<file path="src/rtl/core/srl_pkg.sv">
package srl_pkg;

   // Characters of the record syntax
   localparam logic [7:0] CHAR_LF     = 8'h0a;
   localparam logic [7:0] CHAR_CR     = 8'h0d;
   localparam logic [7:0] CHAR_UPPER_S = 8'h53;
   localparam logic [7:0] CHAR_LOWER_S = 8'h73;
   localparam logic [7:0] CHAR_TYPE_0 = 8'h30;
   localparam logic [7:0] CHAR_TYPE_3 = 8'h33;
   localparam logic [7:0] CHAR_TYPE_7 = 8'h37;

   // Fixed record layout
   localparam logic [7:0] S3_OVERHEAD = 8'd5;
   localparam logic [7:0] SUM_GOOD    = 8'hff;
   localparam int         NAME_CHARS  = 12;
   localparam logic [3:0] NAME_MAX    = 4'd12;

   // Line verdict codes
   localparam logic [2:0] STATUS_ACK      = 3'd0;
   localparam logic [2:0] STATUS_FORMAT   = 3'd1;
   localparam logic [2:0] STATUS_COUNT    = 3'd2;
   localparam logic [2:0] STATUS_CHECKSUM = 3'd3;
   localparam logic [2:0] STATUS_TYPE     = 3'd4;
   localparam logic [2:0] STATUS_LONG     = 3'd5;

   // Result kinds
   localparam logic KIND_DATA    = 1'b0;
   localparam logic KIND_VERDICT = 1'b1;

   // Configuration register indexes
   localparam logic [1:0] CSR_NAME_LOW  = 2'd0;
   localparam logic [1:0] CSR_NAME_HIGH = 2'd1;
   localparam logic [1:0] CSR_NAME_LEN  = 2'd2;

   typedef enum logic [2:0] {
      SEQ_IDLE,
      SEQ_SCAN,
      SEQ_CHECK,
      SEQ_DATA_HI,
      SEQ_DATA_LO,
      SEQ_DATA_CAP,
      SEQ_DATA_OUT,
      SEQ_VERDICT
   } seq_type;

   typedef struct packed {
      logic [7:0] rx_char;
   } req_payload_type;

   typedef struct packed {
      logic        kind;
      logic [31:0] address;
      logic [7:0]  data_byte;
      logic [2:0]  status;
      logic        erase_request;
      logic        start_firmware;
      logic        last;
   } rsp_payload_type;

   // Decode one hex digit, either case; bit 4 flags a valid digit
   function automatic logic [4:0] hex_nibble(input logic [7:0] c);
      logic [7:0] u;
      logic [4:0] r;
      u = c;
      if (c >= 8'h61 && c <= 8'h7a) begin
         u = c - 8'h20;
      end
      r = 5'b0;
      if (u >= 8'h30 && u <= 8'h39) begin
         r = {1'b1, 4'(u - 8'h30)};
      end else if (u >= 8'h41 && u <= 8'h46) begin
         r = {1'b1, 4'(u - 8'h37)};
      end
      return r;
   endfunction

endpackage

</file>
<file path="src/rtl/core/srl_stream_if.sv">
interface srl_stream_if #(
   parameter type payload_type = logic
) ();
   logic        valid;
   logic        ready;
   payload_type payload;

   modport source (output valid, output payload, input ready);
   modport sink (input valid, input payload, output ready);
endinterface

</file>
<file path="src/rtl/core/srl_ram.sv">
module srl_ram #(
   parameter int WIDTH = 8,
   parameter int DEPTH = 256
) (
   input  logic                     clock,
   input  logic                     wr_en,
   input  logic [$clog2(DEPTH)-1:0] wr_addr,
   input  logic [WIDTH-1:0]         wr_data,
   input  logic [$clog2(DEPTH)-1:0] rd_addr,
   output logic [WIDTH-1:0]         rd_data
);
   logic [WIDTH-1:0] mem [DEPTH];

   // Write one entry and read one entry; the read data is registered
   always_ff @(posedge clock) begin
      if (wr_en) begin
         mem[wr_addr] <= wr_data;
      end
      rd_data <= mem[rd_addr];
   end
endmodule

</file>
<file path="src/rtl/core/srecord_line_loader.sv">
// Channel   Direction  Payload
// req_chan  in         rx_char: one received character
// rsp_chan  out        kind, address, data_byte, status, erase_request, start_firmware, last
// csr_*     in         write-only name registers (index 0..2)
//
// A character is taken only while idle; a character that ends a line starts a walk
// over the stored line through the single line-buffer read port: one stored
// character per cycle for the check, then for each data byte of an S3 the steps
// high digit, low digit, capture and output.
// Reset is synchronous; the line buffer needs no clearing.
// A stalled result holds the data and verdict steps; no character is taken until the verdict is out.
module srecord_line_loader #(
   parameter int LINE_CHARS = 256,
   parameter int MAX_DATA   = 32
) (
   input  logic                 clock,
   input  logic                 reset,
   srl_stream_if.sink           req_chan,
   srl_stream_if.source         rsp_chan,
   input  logic                 csr_we,
   input  logic [1:0]           csr_index,
   input  logic [63:0]          csr_wdata
);
   import srl_pkg::*;

   localparam int CW = $clog2(LINE_CHARS);
   localparam int LW = (CW > 9) ? CW + 1 : 10;
   localparam logic [7:0] MaxData = 8'(MAX_DATA);

   seq_type state_ff, state_in;

   logic [63:0]   name_low_ff;
   logic [31:0]   name_high_ff;
   logic [3:0]    name_len_ff;

   logic [CW-1:0] char_count_ff;
   logic          prev_cr_ff;
   logic [CW-1:0] len_ff;
   logic [CW-1:0] issue_idx_ff;
   logic          proc_v_ff;
   logic [CW-1:0] proc_pos_ff;
   logic          first_ok_ff;
   logic [7:0]    type_ff;
   logic [3:0]    hi_ff;
   logic          hi_ok_ff;
   logic [7:0]    sum_ff;
   logic [7:0]    count_ff;
   logic [31:0]   addr_ff;
   logic          addr_bad_ff;
   logic [3:0]    name_i_ff;
   logic          name_bad_ff;
   logic [2:0]    v_status_ff;
   logic          v_erase_ff;
   logic          v_start_ff;
   logic [CW-1:0] dptr_ff;
   logic [7:0]    di_ff;
   logic [7:0]    nd_ff;
   logic [7:0]    dbyte_ff;
   logic          rsp_valid_ff;
   rsp_payload_type rsp_data_ff;

   logic          req_take;
   logic [7:0]    rx_c;
   logic [CW:0]   next_count;
   logic          line_drop;
   logic          line_end;
   logic [CW-1:0] line_len;
   logic          line_start;

   logic [CW-1:0] rd_addr;
   logic [7:0]    rd_data;
   logic          issue;
   logic          out_free;
   logic          load_data;
   logic          load_verdict;

   logic [4:0]    nib;
   logic          pair_ok;
   logic [7:0]    pair_byte;
   logic [CW-2:0] pair_j;
   logic          is_last;
   logic [3:0]    name_lim;
   logic [7:0]    name_arr [NAME_CHARS];
   logic [7:0]    name_c;

   logic [LW-1:0] len_ext;
   logic [LW-1:0] cnt2_ext;
   logic [7:0]    ndata;
   logic [2:0]    chk_status;
   logic          chk_erase;
   logic          chk_start;
   logic          chk_data;

   // Line buffer
   srl_ram #(
      .WIDTH (8),
      .DEPTH (LINE_CHARS)
   ) u_line_ram (
      .clock   (clock),
      .wr_en   (req_take),
      .wr_addr (char_count_ff),
      .wr_data (rx_c),
      .rd_addr (rd_addr),
      .rd_data (rd_data)
   );

   // Character intake
   assign rx_c       = req_chan.payload.rx_char;
   assign req_take   = req_chan.valid && req_chan.ready;
   assign next_count = {1'b0, char_count_ff} + 1'b1;
   assign line_drop  = next_count >= (CW+1)'(LINE_CHARS);
   assign line_end   = !line_drop && (rx_c == CHAR_LF);
   assign line_len   = char_count_ff - CW'(((char_count_ff != '0) && prev_cr_ff) ? 1 : 0);
   assign line_start = req_take && line_end && (line_len != '0);

   // Per-character decode for the walk
   assign nib       = hex_nibble(rd_data);
   assign pair_ok   = hi_ok_ff && nib[4];
   assign pair_byte = pair_ok ? {hi_ff, nib[3:0]} : 8'h00;
   assign pair_j    = proc_pos_ff[CW-1:1] - 1'b1;
   assign is_last   = proc_pos_ff == (len_ff - 1'b1);
   assign name_lim  = (name_len_ff > NAME_MAX) ? NAME_MAX : name_len_ff;

   always_comb begin
      for (int k = 0; k < NAME_CHARS; k++) begin
         name_arr[k] = (k < 8) ? name_low_ff[8*k +: 8] : name_high_ff[8*(k-8) +: 8];
      end
   end
   assign name_c = (name_i_ff < NAME_MAX) ? name_arr[name_i_ff] : 8'h00;

   // Line verdict
   assign len_ext  = LW'(len_ff);
   assign cnt2_ext = LW'({count_ff, 1'b0});
   assign ndata    = count_ff - S3_OVERHEAD;

   always_comb begin
      chk_status = STATUS_ACK;
      chk_erase  = 1'b0;
      chk_start  = 1'b0;
      chk_data   = 1'b0;
      priority if (!first_ok_ff || len_ff[0]) begin
         chk_status = STATUS_FORMAT;
      end else if (len_ff < CW'(4) || cnt2_ext != len_ext - LW'(4)) begin
         chk_status = STATUS_COUNT;
      end else if (sum_ff != SUM_GOOD) begin
         chk_status = STATUS_CHECKSUM;
      end else if (type_ff == CHAR_TYPE_0) begin
         chk_erase = (name_lim != '0) && !name_bad_ff && (name_i_ff >= name_lim);
      end else if (type_ff == CHAR_TYPE_3) begin
         if (count_ff >= S3_OVERHEAD) begin
            if (ndata > MaxData) begin
               chk_status = STATUS_LONG;
            end else begin
               chk_data = ndata != 8'd0;
            end
         end
      end else if (type_ff == CHAR_TYPE_7) begin
         chk_start = 1'b1;
      end else begin
         chk_status = STATUS_TYPE;
      end
   end

   // Sequencer: next state
   always_comb begin
      state_in = state_ff;
      unique case (state_ff)
         SEQ_IDLE:     if (line_start) state_in = SEQ_SCAN;
         SEQ_SCAN:     if (proc_v_ff && is_last) state_in = SEQ_CHECK;
         SEQ_CHECK:    state_in = chk_data ? SEQ_DATA_HI : SEQ_VERDICT;
         SEQ_DATA_HI:  state_in = SEQ_DATA_LO;
         SEQ_DATA_LO:  state_in = SEQ_DATA_CAP;
         SEQ_DATA_CAP: state_in = SEQ_DATA_OUT;
         SEQ_DATA_OUT: begin
            if (out_free) begin
               state_in = (di_ff == nd_ff - 1'b1) ? SEQ_VERDICT : SEQ_DATA_HI;
            end
         end
         SEQ_VERDICT:  if (out_free) state_in = SEQ_IDLE;
         default:      state_in = SEQ_IDLE;
      endcase
   end

   // Sequencer: outputs
   assign out_free = !rsp_valid_ff || rsp_chan.ready;

   always_comb begin
      req_chan.ready = 1'b0;
      rd_addr        = issue_idx_ff;
      issue          = 1'b0;
      load_data      = 1'b0;
      load_verdict   = 1'b0;
      unique case (state_ff)
         SEQ_IDLE:     req_chan.ready = 1'b1;
         SEQ_SCAN:     issue = issue_idx_ff < len_ff;
         SEQ_DATA_HI,
         SEQ_DATA_LO:  rd_addr = dptr_ff;
         SEQ_DATA_OUT: load_data = out_free;
         SEQ_VERDICT:  load_verdict = out_free;
         default:      ;
      endcase
   end

   always_ff @(posedge clock) begin
      if (reset) begin
         state_ff <= SEQ_IDLE;
      end else begin
         state_ff <= state_in;
      end
   end

   // Name registers
   always_ff @(posedge clock) begin
      if (reset) begin
         name_low_ff  <= '0;
         name_high_ff <= '0;
         name_len_ff  <= '0;
      end else if (csr_we) begin
         unique case (csr_index)
            CSR_NAME_LOW:  name_low_ff  <= csr_wdata;
            CSR_NAME_HIGH: name_high_ff <= csr_wdata[31:0];
            CSR_NAME_LEN:  name_len_ff  <= csr_wdata[3:0];
            default:       ;
         endcase
      end
   end

   // Line assembly
   always_ff @(posedge clock) begin
      if (reset) begin
         char_count_ff <= '0;
         prev_cr_ff    <= 1'b0;
      end else if (req_take) begin
         prev_cr_ff <= rx_c == CHAR_CR;
         if (line_drop || line_end) begin
            char_count_ff <= '0;
         end else begin
            char_count_ff <= next_count[CW-1:0];
         end
      end
   end

   // Walk datapath
   always_ff @(posedge clock) begin
      if (reset) begin
         proc_v_ff <= 1'b0;
      end else begin
         proc_v_ff <= issue;
      end
   end

   always_ff @(posedge clock) begin
      unique case (state_ff)
         SEQ_IDLE: begin
            len_ff       <= line_len;
            issue_idx_ff <= '0;
            first_ok_ff  <= 1'b0;
            sum_ff       <= '0;
            count_ff     <= '0;
            addr_ff      <= '0;
            addr_bad_ff  <= 1'b0;
            name_i_ff    <= '0;
            name_bad_ff  <= 1'b0;
         end
         SEQ_SCAN: begin
            if (issue) begin
               issue_idx_ff <= issue_idx_ff + 1'b1;
            end
            proc_pos_ff <= issue_idx_ff;
            if (proc_v_ff) begin
               if (proc_pos_ff == CW'(0)) begin
                  first_ok_ff <= (rd_data == CHAR_UPPER_S) || (rd_data == CHAR_LOWER_S);
               end else if (proc_pos_ff == CW'(1)) begin
                  type_ff <= rd_data;
               end else if (!proc_pos_ff[0]) begin
                  hi_ff    <= nib[3:0];
                  hi_ok_ff <= nib[4];
               end else begin
                  // Fold one complete byte pair
                  sum_ff <= sum_ff + pair_byte;
                  if (pair_j == '0) begin
                     count_ff <= pair_byte;
                  end
                  if (pair_j >= (CW-1)'(1) && pair_j <= (CW-1)'(4)) begin
                     addr_ff     <= {addr_ff[23:0], pair_byte};
                     addr_bad_ff <= addr_bad_ff || !pair_ok;
                  end
                  if (pair_j >= (CW-1)'(3) && !is_last) begin
                     if (name_i_ff < name_lim) begin
                        if (pair_byte != name_c || pair_byte == 8'h00) begin
                           name_bad_ff <= 1'b1;
                        end
                     end else if (name_i_ff == name_lim && pair_byte != 8'h00) begin
                        name_bad_ff <= 1'b1;
                     end
                     if (name_i_ff != 4'hf) begin
                        name_i_ff <= name_i_ff + 1'b1;
                     end
                  end
               end
            end
         end
         SEQ_CHECK: begin
            v_status_ff <= chk_status;
            v_erase_ff  <= chk_erase;
            v_start_ff  <= chk_start;
            dptr_ff     <= CW'(12);
            di_ff       <= '0;
            nd_ff       <= ndata;
            if (addr_bad_ff) begin
               addr_ff <= '0;
            end
         end
         SEQ_DATA_HI: dptr_ff <= dptr_ff + 1'b1;
         SEQ_DATA_LO: begin
            dptr_ff  <= dptr_ff + 1'b1;
            hi_ff    <= nib[3:0];
            hi_ok_ff <= nib[4];
         end
         SEQ_DATA_CAP: dbyte_ff <= pair_byte;
         SEQ_DATA_OUT: begin
            if (load_data) begin
               addr_ff <= addr_ff + 32'd1;
               di_ff   <= di_ff + 8'd1;
            end
         end
         default: ;
      endcase
   end

   // Result register
   always_ff @(posedge clock) begin
      if (reset) begin
         rsp_valid_ff <= 1'b0;
      end else if (load_data || load_verdict) begin
         rsp_valid_ff <= 1'b1;
      end else if (rsp_chan.ready) begin
         rsp_valid_ff <= 1'b0;
      end
   end

   always_ff @(posedge clock) begin
      if (load_data) begin
         rsp_data_ff.kind           <= KIND_DATA;
         rsp_data_ff.address        <= addr_ff;
         rsp_data_ff.data_byte      <= dbyte_ff;
         rsp_data_ff.status         <= STATUS_ACK;
         rsp_data_ff.erase_request  <= 1'b0;
         rsp_data_ff.start_firmware <= 1'b0;
         rsp_data_ff.last           <= 1'b0;
      end else if (load_verdict) begin
         rsp_data_ff.kind           <= KIND_VERDICT;
         rsp_data_ff.address        <= '0;
         rsp_data_ff.data_byte      <= '0;
         rsp_data_ff.status         <= v_status_ff;
         rsp_data_ff.erase_request  <= v_erase_ff;
         rsp_data_ff.start_firmware <= v_start_ff;
         rsp_data_ff.last           <= 1'b1;
      end
   end

   assign rsp_chan.valid   = rsp_valid_ff;
   assign rsp_chan.payload = rsp_data_ff;

   // Checks
   a_data_not_last: assert property (@(posedge clock) disable iff (reset)
      rsp_valid_ff && rsp_data_ff.kind == KIND_DATA |->
         !rsp_data_ff.last && rsp_data_ff.status == STATUS_ACK)
      else $error("data result marked as verdict");

   a_flags_exclusive: assert property (@(posedge clock) disable iff (reset)
      rsp_valid_ff |-> !(rsp_data_ff.erase_request && rsp_data_ff.start_firmware))
      else $error("erase and start raised together");

   a_data_index: assert property (@(posedge clock) disable iff (reset)
      state_ff == SEQ_DATA_OUT |-> di_ff < nd_ff && nd_ff <= MaxData)
      else $error("data index past record length");

   a_verdict_ends: assert property (@(posedge clock) disable iff (reset)
      load_verdict |=> state_ff == SEQ_IDLE && rsp_valid_ff && rsp_data_ff.last)
      else $error("verdict did not close the line");
endmodule

</file>
<file path="src/flat_wrapper.sv">
// flat-port wrapper written by rule: the top's interface ports become plain ports
module srecord_line_loader_flat import srl_pkg::*;
#(
   parameter int LINE_CHARS = 256,
   parameter int MAX_DATA   = 32
)
  (clock, reset, csr_we, csr_index, csr_wdata, req_chan_valid, req_chan_payload, req_chan_ready, rsp_chan_valid, rsp_chan_payload, rsp_chan_ready);
  srl_stream_if #(.payload_type(req_payload_type)) req_chan_i ();
  srl_stream_if #(.payload_type(rsp_payload_type)) rsp_chan_i ();
  input  logic clock;
  input  logic reset;
  input  logic csr_we;
  input  logic [1:0] csr_index;
  input  logic [63:0] csr_wdata;
  input wire logic [$bits(req_chan_i.valid)-1:0] req_chan_valid;
  input wire logic [$bits(req_chan_i.payload)-1:0] req_chan_payload;
  output wire logic [$bits(req_chan_i.ready)-1:0] req_chan_ready;
  output wire logic [$bits(rsp_chan_i.valid)-1:0] rsp_chan_valid;
  output wire logic [$bits(rsp_chan_i.payload)-1:0] rsp_chan_payload;
  input wire logic [$bits(rsp_chan_i.ready)-1:0] rsp_chan_ready;
  assign req_chan_i.valid = req_chan_valid;
  assign req_chan_i.payload = req_chan_payload;
  assign req_chan_ready = req_chan_i.ready;
  assign rsp_chan_valid = rsp_chan_i.valid;
  assign rsp_chan_payload = rsp_chan_i.payload;
  assign rsp_chan_i.ready = rsp_chan_ready;
  srecord_line_loader #(.LINE_CHARS(LINE_CHARS), .MAX_DATA(MAX_DATA)) u_core (.clock(clock), .reset(reset), .req_chan(req_chan_i), .rsp_chan(rsp_chan_i), .csr_we(csr_we), .csr_index(csr_index), .csr_wdata(csr_wdata));
endmodule
</file>
<file path="config.mk">
export PLATFORM = sky130hd
export DESIGN_NAME = srecord_line_loader_flat
export DESIGN_NICKNAME = d
export VERILOG_FILES = /design/src/rtl/core/srl_pkg.sv /design/src/rtl/core/srl_stream_if.sv /design/src/rtl/core/srl_ram.sv /design/src/rtl/core/srecord_line_loader.sv /design/src/flat_wrapper.sv
export SDC_FILE = /design/constraint.sdc
export NUM_CORES = 2
export LEC_CHECK = 0
export ABC_AREA = 1
export BUFFER_PORTS_ARGS = -buffer_cell sky130_fd_sc_hd__buf_2
export CAP_MARGIN = 20
export CORE_MARGIN = 2
export CORE_UTILIZATION = 35
export DETAILED_ROUTE_END_ITERATION = 10
export SYNTH_ARGS = -nofsm -noshare
export SYNTH_HDL_FRONTEND = slang
export SYNTH_SLANG_ARGS = --single-unit
</file>
<file path="constraint.sdc">
create_clock -name clock -period 6.8 [get_ports clock]
set_clock_uncertainty 0.15 [all_clocks]
set_input_delay 0.68 -clock clock [delete_from_list [all_inputs] [get_ports clock]]
set_output_delay 0.68 -clock clock [all_outputs]
set_load 0.1 [all_outputs]
</file>
==> out/metrics.cfg <==
[setup_path]
crit_arrival_ps=5910
worstSetupEndpointType=flop
rrSetupSlack_ps=1560
cp_data_required_time_ps=7470
r2r_start=u_core.state_ff[1]
critPathMostFrequentCell=nand3_1
critical_path_peak_fanout=144
worstPathCellList=inv_1, ha_1, nand2_2, nand2_2, nand2_1, nand2_8, inv_16, buf_12, nor2_1, o211ai_1, nand3_1, nand3_1, nand3_1, nand3_1, nand3_1, nand2_1
path_class=flop to flop
crit_slowest_cell=inv_16
cpPeakStageDelay_ps=620
r2r_end=u_core.u_line_ram.rd_data[1]
endpoint=u_core.u_line_ram.rd_data[1]
cp-start-kind=flop
reg2reg_depth=16
cp-startpoint=u_core.state_ff[1]

[floorplanning]
rows=194
die_area_mm2=0.2853
die_h_um=534.1
die_w_um=534.1
io_pins=128
start_util=0.3521
coreArea_mm2=0.2794

[routing]
wl_met3_um=22740
vias=67610
wl_per_cell_um=21.46
first_iter_violations=8089
top_layer_used=met5
drc=0
first_pass_iters=6
wl_met1_um=116700
viasPerCell=5.296
met2_wirelength_um=125300
postRouteAntennaNets=0
routed_wl_um=274000

[global_routing]
grt_pass1_vias=64570
grt_first_pass_wirelength_um=410200
grt_max_degree=200
gr-total-overflow=0
antenna_found_initial=9
grt.total_usage=0.1864

[timing]
slew_headroom=0.1657
timing.fmax_ghz=0.1908
worst_pin_slew_ps=1247
finalMaxSlewViolations=0
tns_ps=0
setup_viol=0
min_period_over_period=0.7708
period_minus_slack_ps=5241
rsz0062_at_grt=false
holdWs_ps=79.18
finalHoldViolations=0

[placed_design]
hpwl_um=155800
dp_cells=12250
port_buffers=127
place_congestion=0.8676

[pwr]
p_leak_nw=39.29
powerDensity_mw_per_mm2=419.9
peakVddDrop_mv=0.6466

[synth]
synth_nets=8972
ys_ff_latch=2345
ys_seq_area_frac=0.7029
netlist_area_mm2=0.09836
synthArstFlopShare=0
synth_cell_types=55
synthFlopType=edfxtp_1
synth_cells=8844
avgSynthCellArea_um2=11.12
yosysWarnings=0
synth-edff-count=2217

[clocking]
cts.clk_slew.worst_paths_ps=60
cts_sinks=2345
cts.repair.resized=0
postCtsSetupBuffers=0
clk_latency_ps=870
root_buffer=clkbuf_16
hold_buffers=69
clockBufferDepth=3
h-tree-depth=4
numCtsBuffers=239
tritoncts=done

[cells_and_area]
final-seq-area_mm2=0.06914
nFillCells=26340
stdcell_count=12770
finish.net_count=8968
multiInputGateArea_mm2=0.02538
area_growth_pct=12.72
layout-drive-gt1-share=0.06847
post-route-util=0.3968

[job]
maxCapViolCount=0

[hold_path]
hold_path_class=input port to flop

[status]
status=finished, final reports clean

[cell type report]
cell class | instances | area share
sequential | 2345 | 0.6236
multi-input combinational | 5583 | 0.2289
clock buffer | 303 | 0.05666
tap | 3724 | 0.04203
timing repair buffer | 302 | 0.02298
clock inverter | 138 | 0.01299
inverter | 369 | 0.01280
antenna | 3 | 0.00006771
[where the power goes]
group / leakage (nW) / switching, mW / internal [mW]
clock: 3.74 / 5.63 / 7.30
combinational: 14.4 / 12.5 / 4.41
sequential: 21.1 / 0.400 / 16.3
[sequential cells by signal, summed over array words and instances (netlist names), 32 cells and up]
name / flops
u_core.u_line_ram.mem: 2048
u_core.addr_ff: 32
u_core.name_high_ff: 32
u_core.rsp_chan.payload: 46
u_core.name_low_ff: 64
[through the flow]
stage / setup WS (ps) / power, mW / instance area (um^2)
after global routing: 1304 / 48.91 / 110900
final: 1559 / 46.55 / 110900
after global placement: 1751 / 33.52 / 102400
after floorplan: 2228 / 28.01 / 98360
after CTS: 1656 / 46.55 / 110800
after detailed placement: 1670 / 33.66 / 102400
[cells in the final DEF, fill, tap and decap left out, types with 8 or more instances in the layout]
| cell type | netlist | routed |
|---|---|---|
| nand2_1 | 2121 | 2112 |
| o211ai_1 | 46 | 46 |
| clkbuf_16 | 0 | 240 |
| clkinv_1 | 1 | 53 |
| xnor2_1 | 18 | 18 |
| o22ai_1 | 92 | 92 |
| buf_8 | 0 | 8 |
| o21ai_1 | 18 | 16 |
| bufinv_16 | 0 | 20 |
| clkinv_16 | 0 | 9 |
| o21ai_0 | 577 | 575 |
| nand3_1 | 1457 | 1452 |
| nand4_1 | 27 | 27 |
| dlygate4sd3_1 | 0 | 69 |
| inv_1 | 360 | 356 |
| inv_2 | 7 | 8 |
| nor4_1 | 10 | 10 |
| nand2_2 | 7 | 15 |
| clkbuf_1 | 218 | 59 |
| edfxtp_1 | 2217 | 2217 |
| dfxtp_1 | 128 | 128 |
| o21a_1 | 10 | 10 |
| ha_1 | 48 | 48 |
| buf_12 | 0 | 26 |
| clkinv_2 | 0 | 41 |
| nor3_1 | 33 | 31 |
| nor2_1 | 871 | 870 |
| buf_2 | 257 | 119 |
| buf_4 | 31 | 79 |
| xor2_1 | 26 | 26 |
| o32ai_1 | 9 | 9 |
| a21oi_1 | 157 | 156 |
[metal layers]
metal	vias up	track usage
met3	482	0.03444
met5	-	0
met1	33290	0.2587
met2	2819	0.2928
met4	2	0.06451
li1	31010	-
[how the worst min path moves through the flow]
stage / start / depth (start not counted) / endpoint
finish: req_chan_payload[0] / 1 / u_core.u_line_ram.mem[8][0]
floorplan: u_core.u_line_ram.rd_data[2] / 0 / u_core.type_ff[2]
CTS: req_chan_payload[0] / 1 / u_core.u_line_ram.mem[81][0]
detailed placement: u_core.name_low_ff[12] / 2 / u_core.name_low_ff[12]
global route: req_chan_payload[0] / 1 / u_core.u_line_ram.mem[8][0]
global placement: u_core.name_low_ff[15] / 2 / u_core.name_low_ff[15]
[synth_stat cells, types with 3 or more instances]
cell	number	area, um^2
inv_1	360	1351
a21boi_0	3	22.52
ha_1	48	600.6
nor2_2	4	25.02
buf_4	31	232.7
o211ai_1	46	345.3
o32ai_1	9	78.83
nor4_1	10	62.56
nor3_1	33	165.2
a31oi_1	7	43.79
nand3_1	1457	7292
o21ai_1	18	90.09
dfxtp_1	128	2562
or2_2	3	18.77
nand2_1	2121	7961
buf_6	14	157.7
xnor2_1	18	157.7
inv_2	7	26.28
a21oi_1	157	785.8
o21a_1	10	75.07
buf_1	27	101.4
edfxtp_1	2217	66570
o22ai_1	92	575.6
xor2_1	26	227.7
nor2_1	871	3269
o21ai_0	577	2888
a211oi_1	4	30.03
buf_2	257	1286
nor3b_1	6	45.04
nand4_1	27	168.9
clkbuf_1	218	818.3
nand2_2	7	43.79
[critical path: cells and delay by family, from the launching register on]
kind	cells	cell delay (ps)
flops	1	410
simple gates	11	2510
buf+inv	3	1220
compound gates	1	360
fa+ha+maj	1	260
[logic make-up (layout without fill, tap and decap cells)]
group	count (synthesis)	count (layout)	share of synthesized area
DFF	2345	2345	0.7029
buffers and inverters	916	1112	0.04050
adders and majority gates	49	49	0.006310
xor gates and xnor gates	44	44	0.003918
other	0	3	0
AOI/OAI and AO/OA	946	946	0.05224
and+or+nand+nor	4544	4544	0.1941
Note: power is estimated with default switching activity, not from simulation.
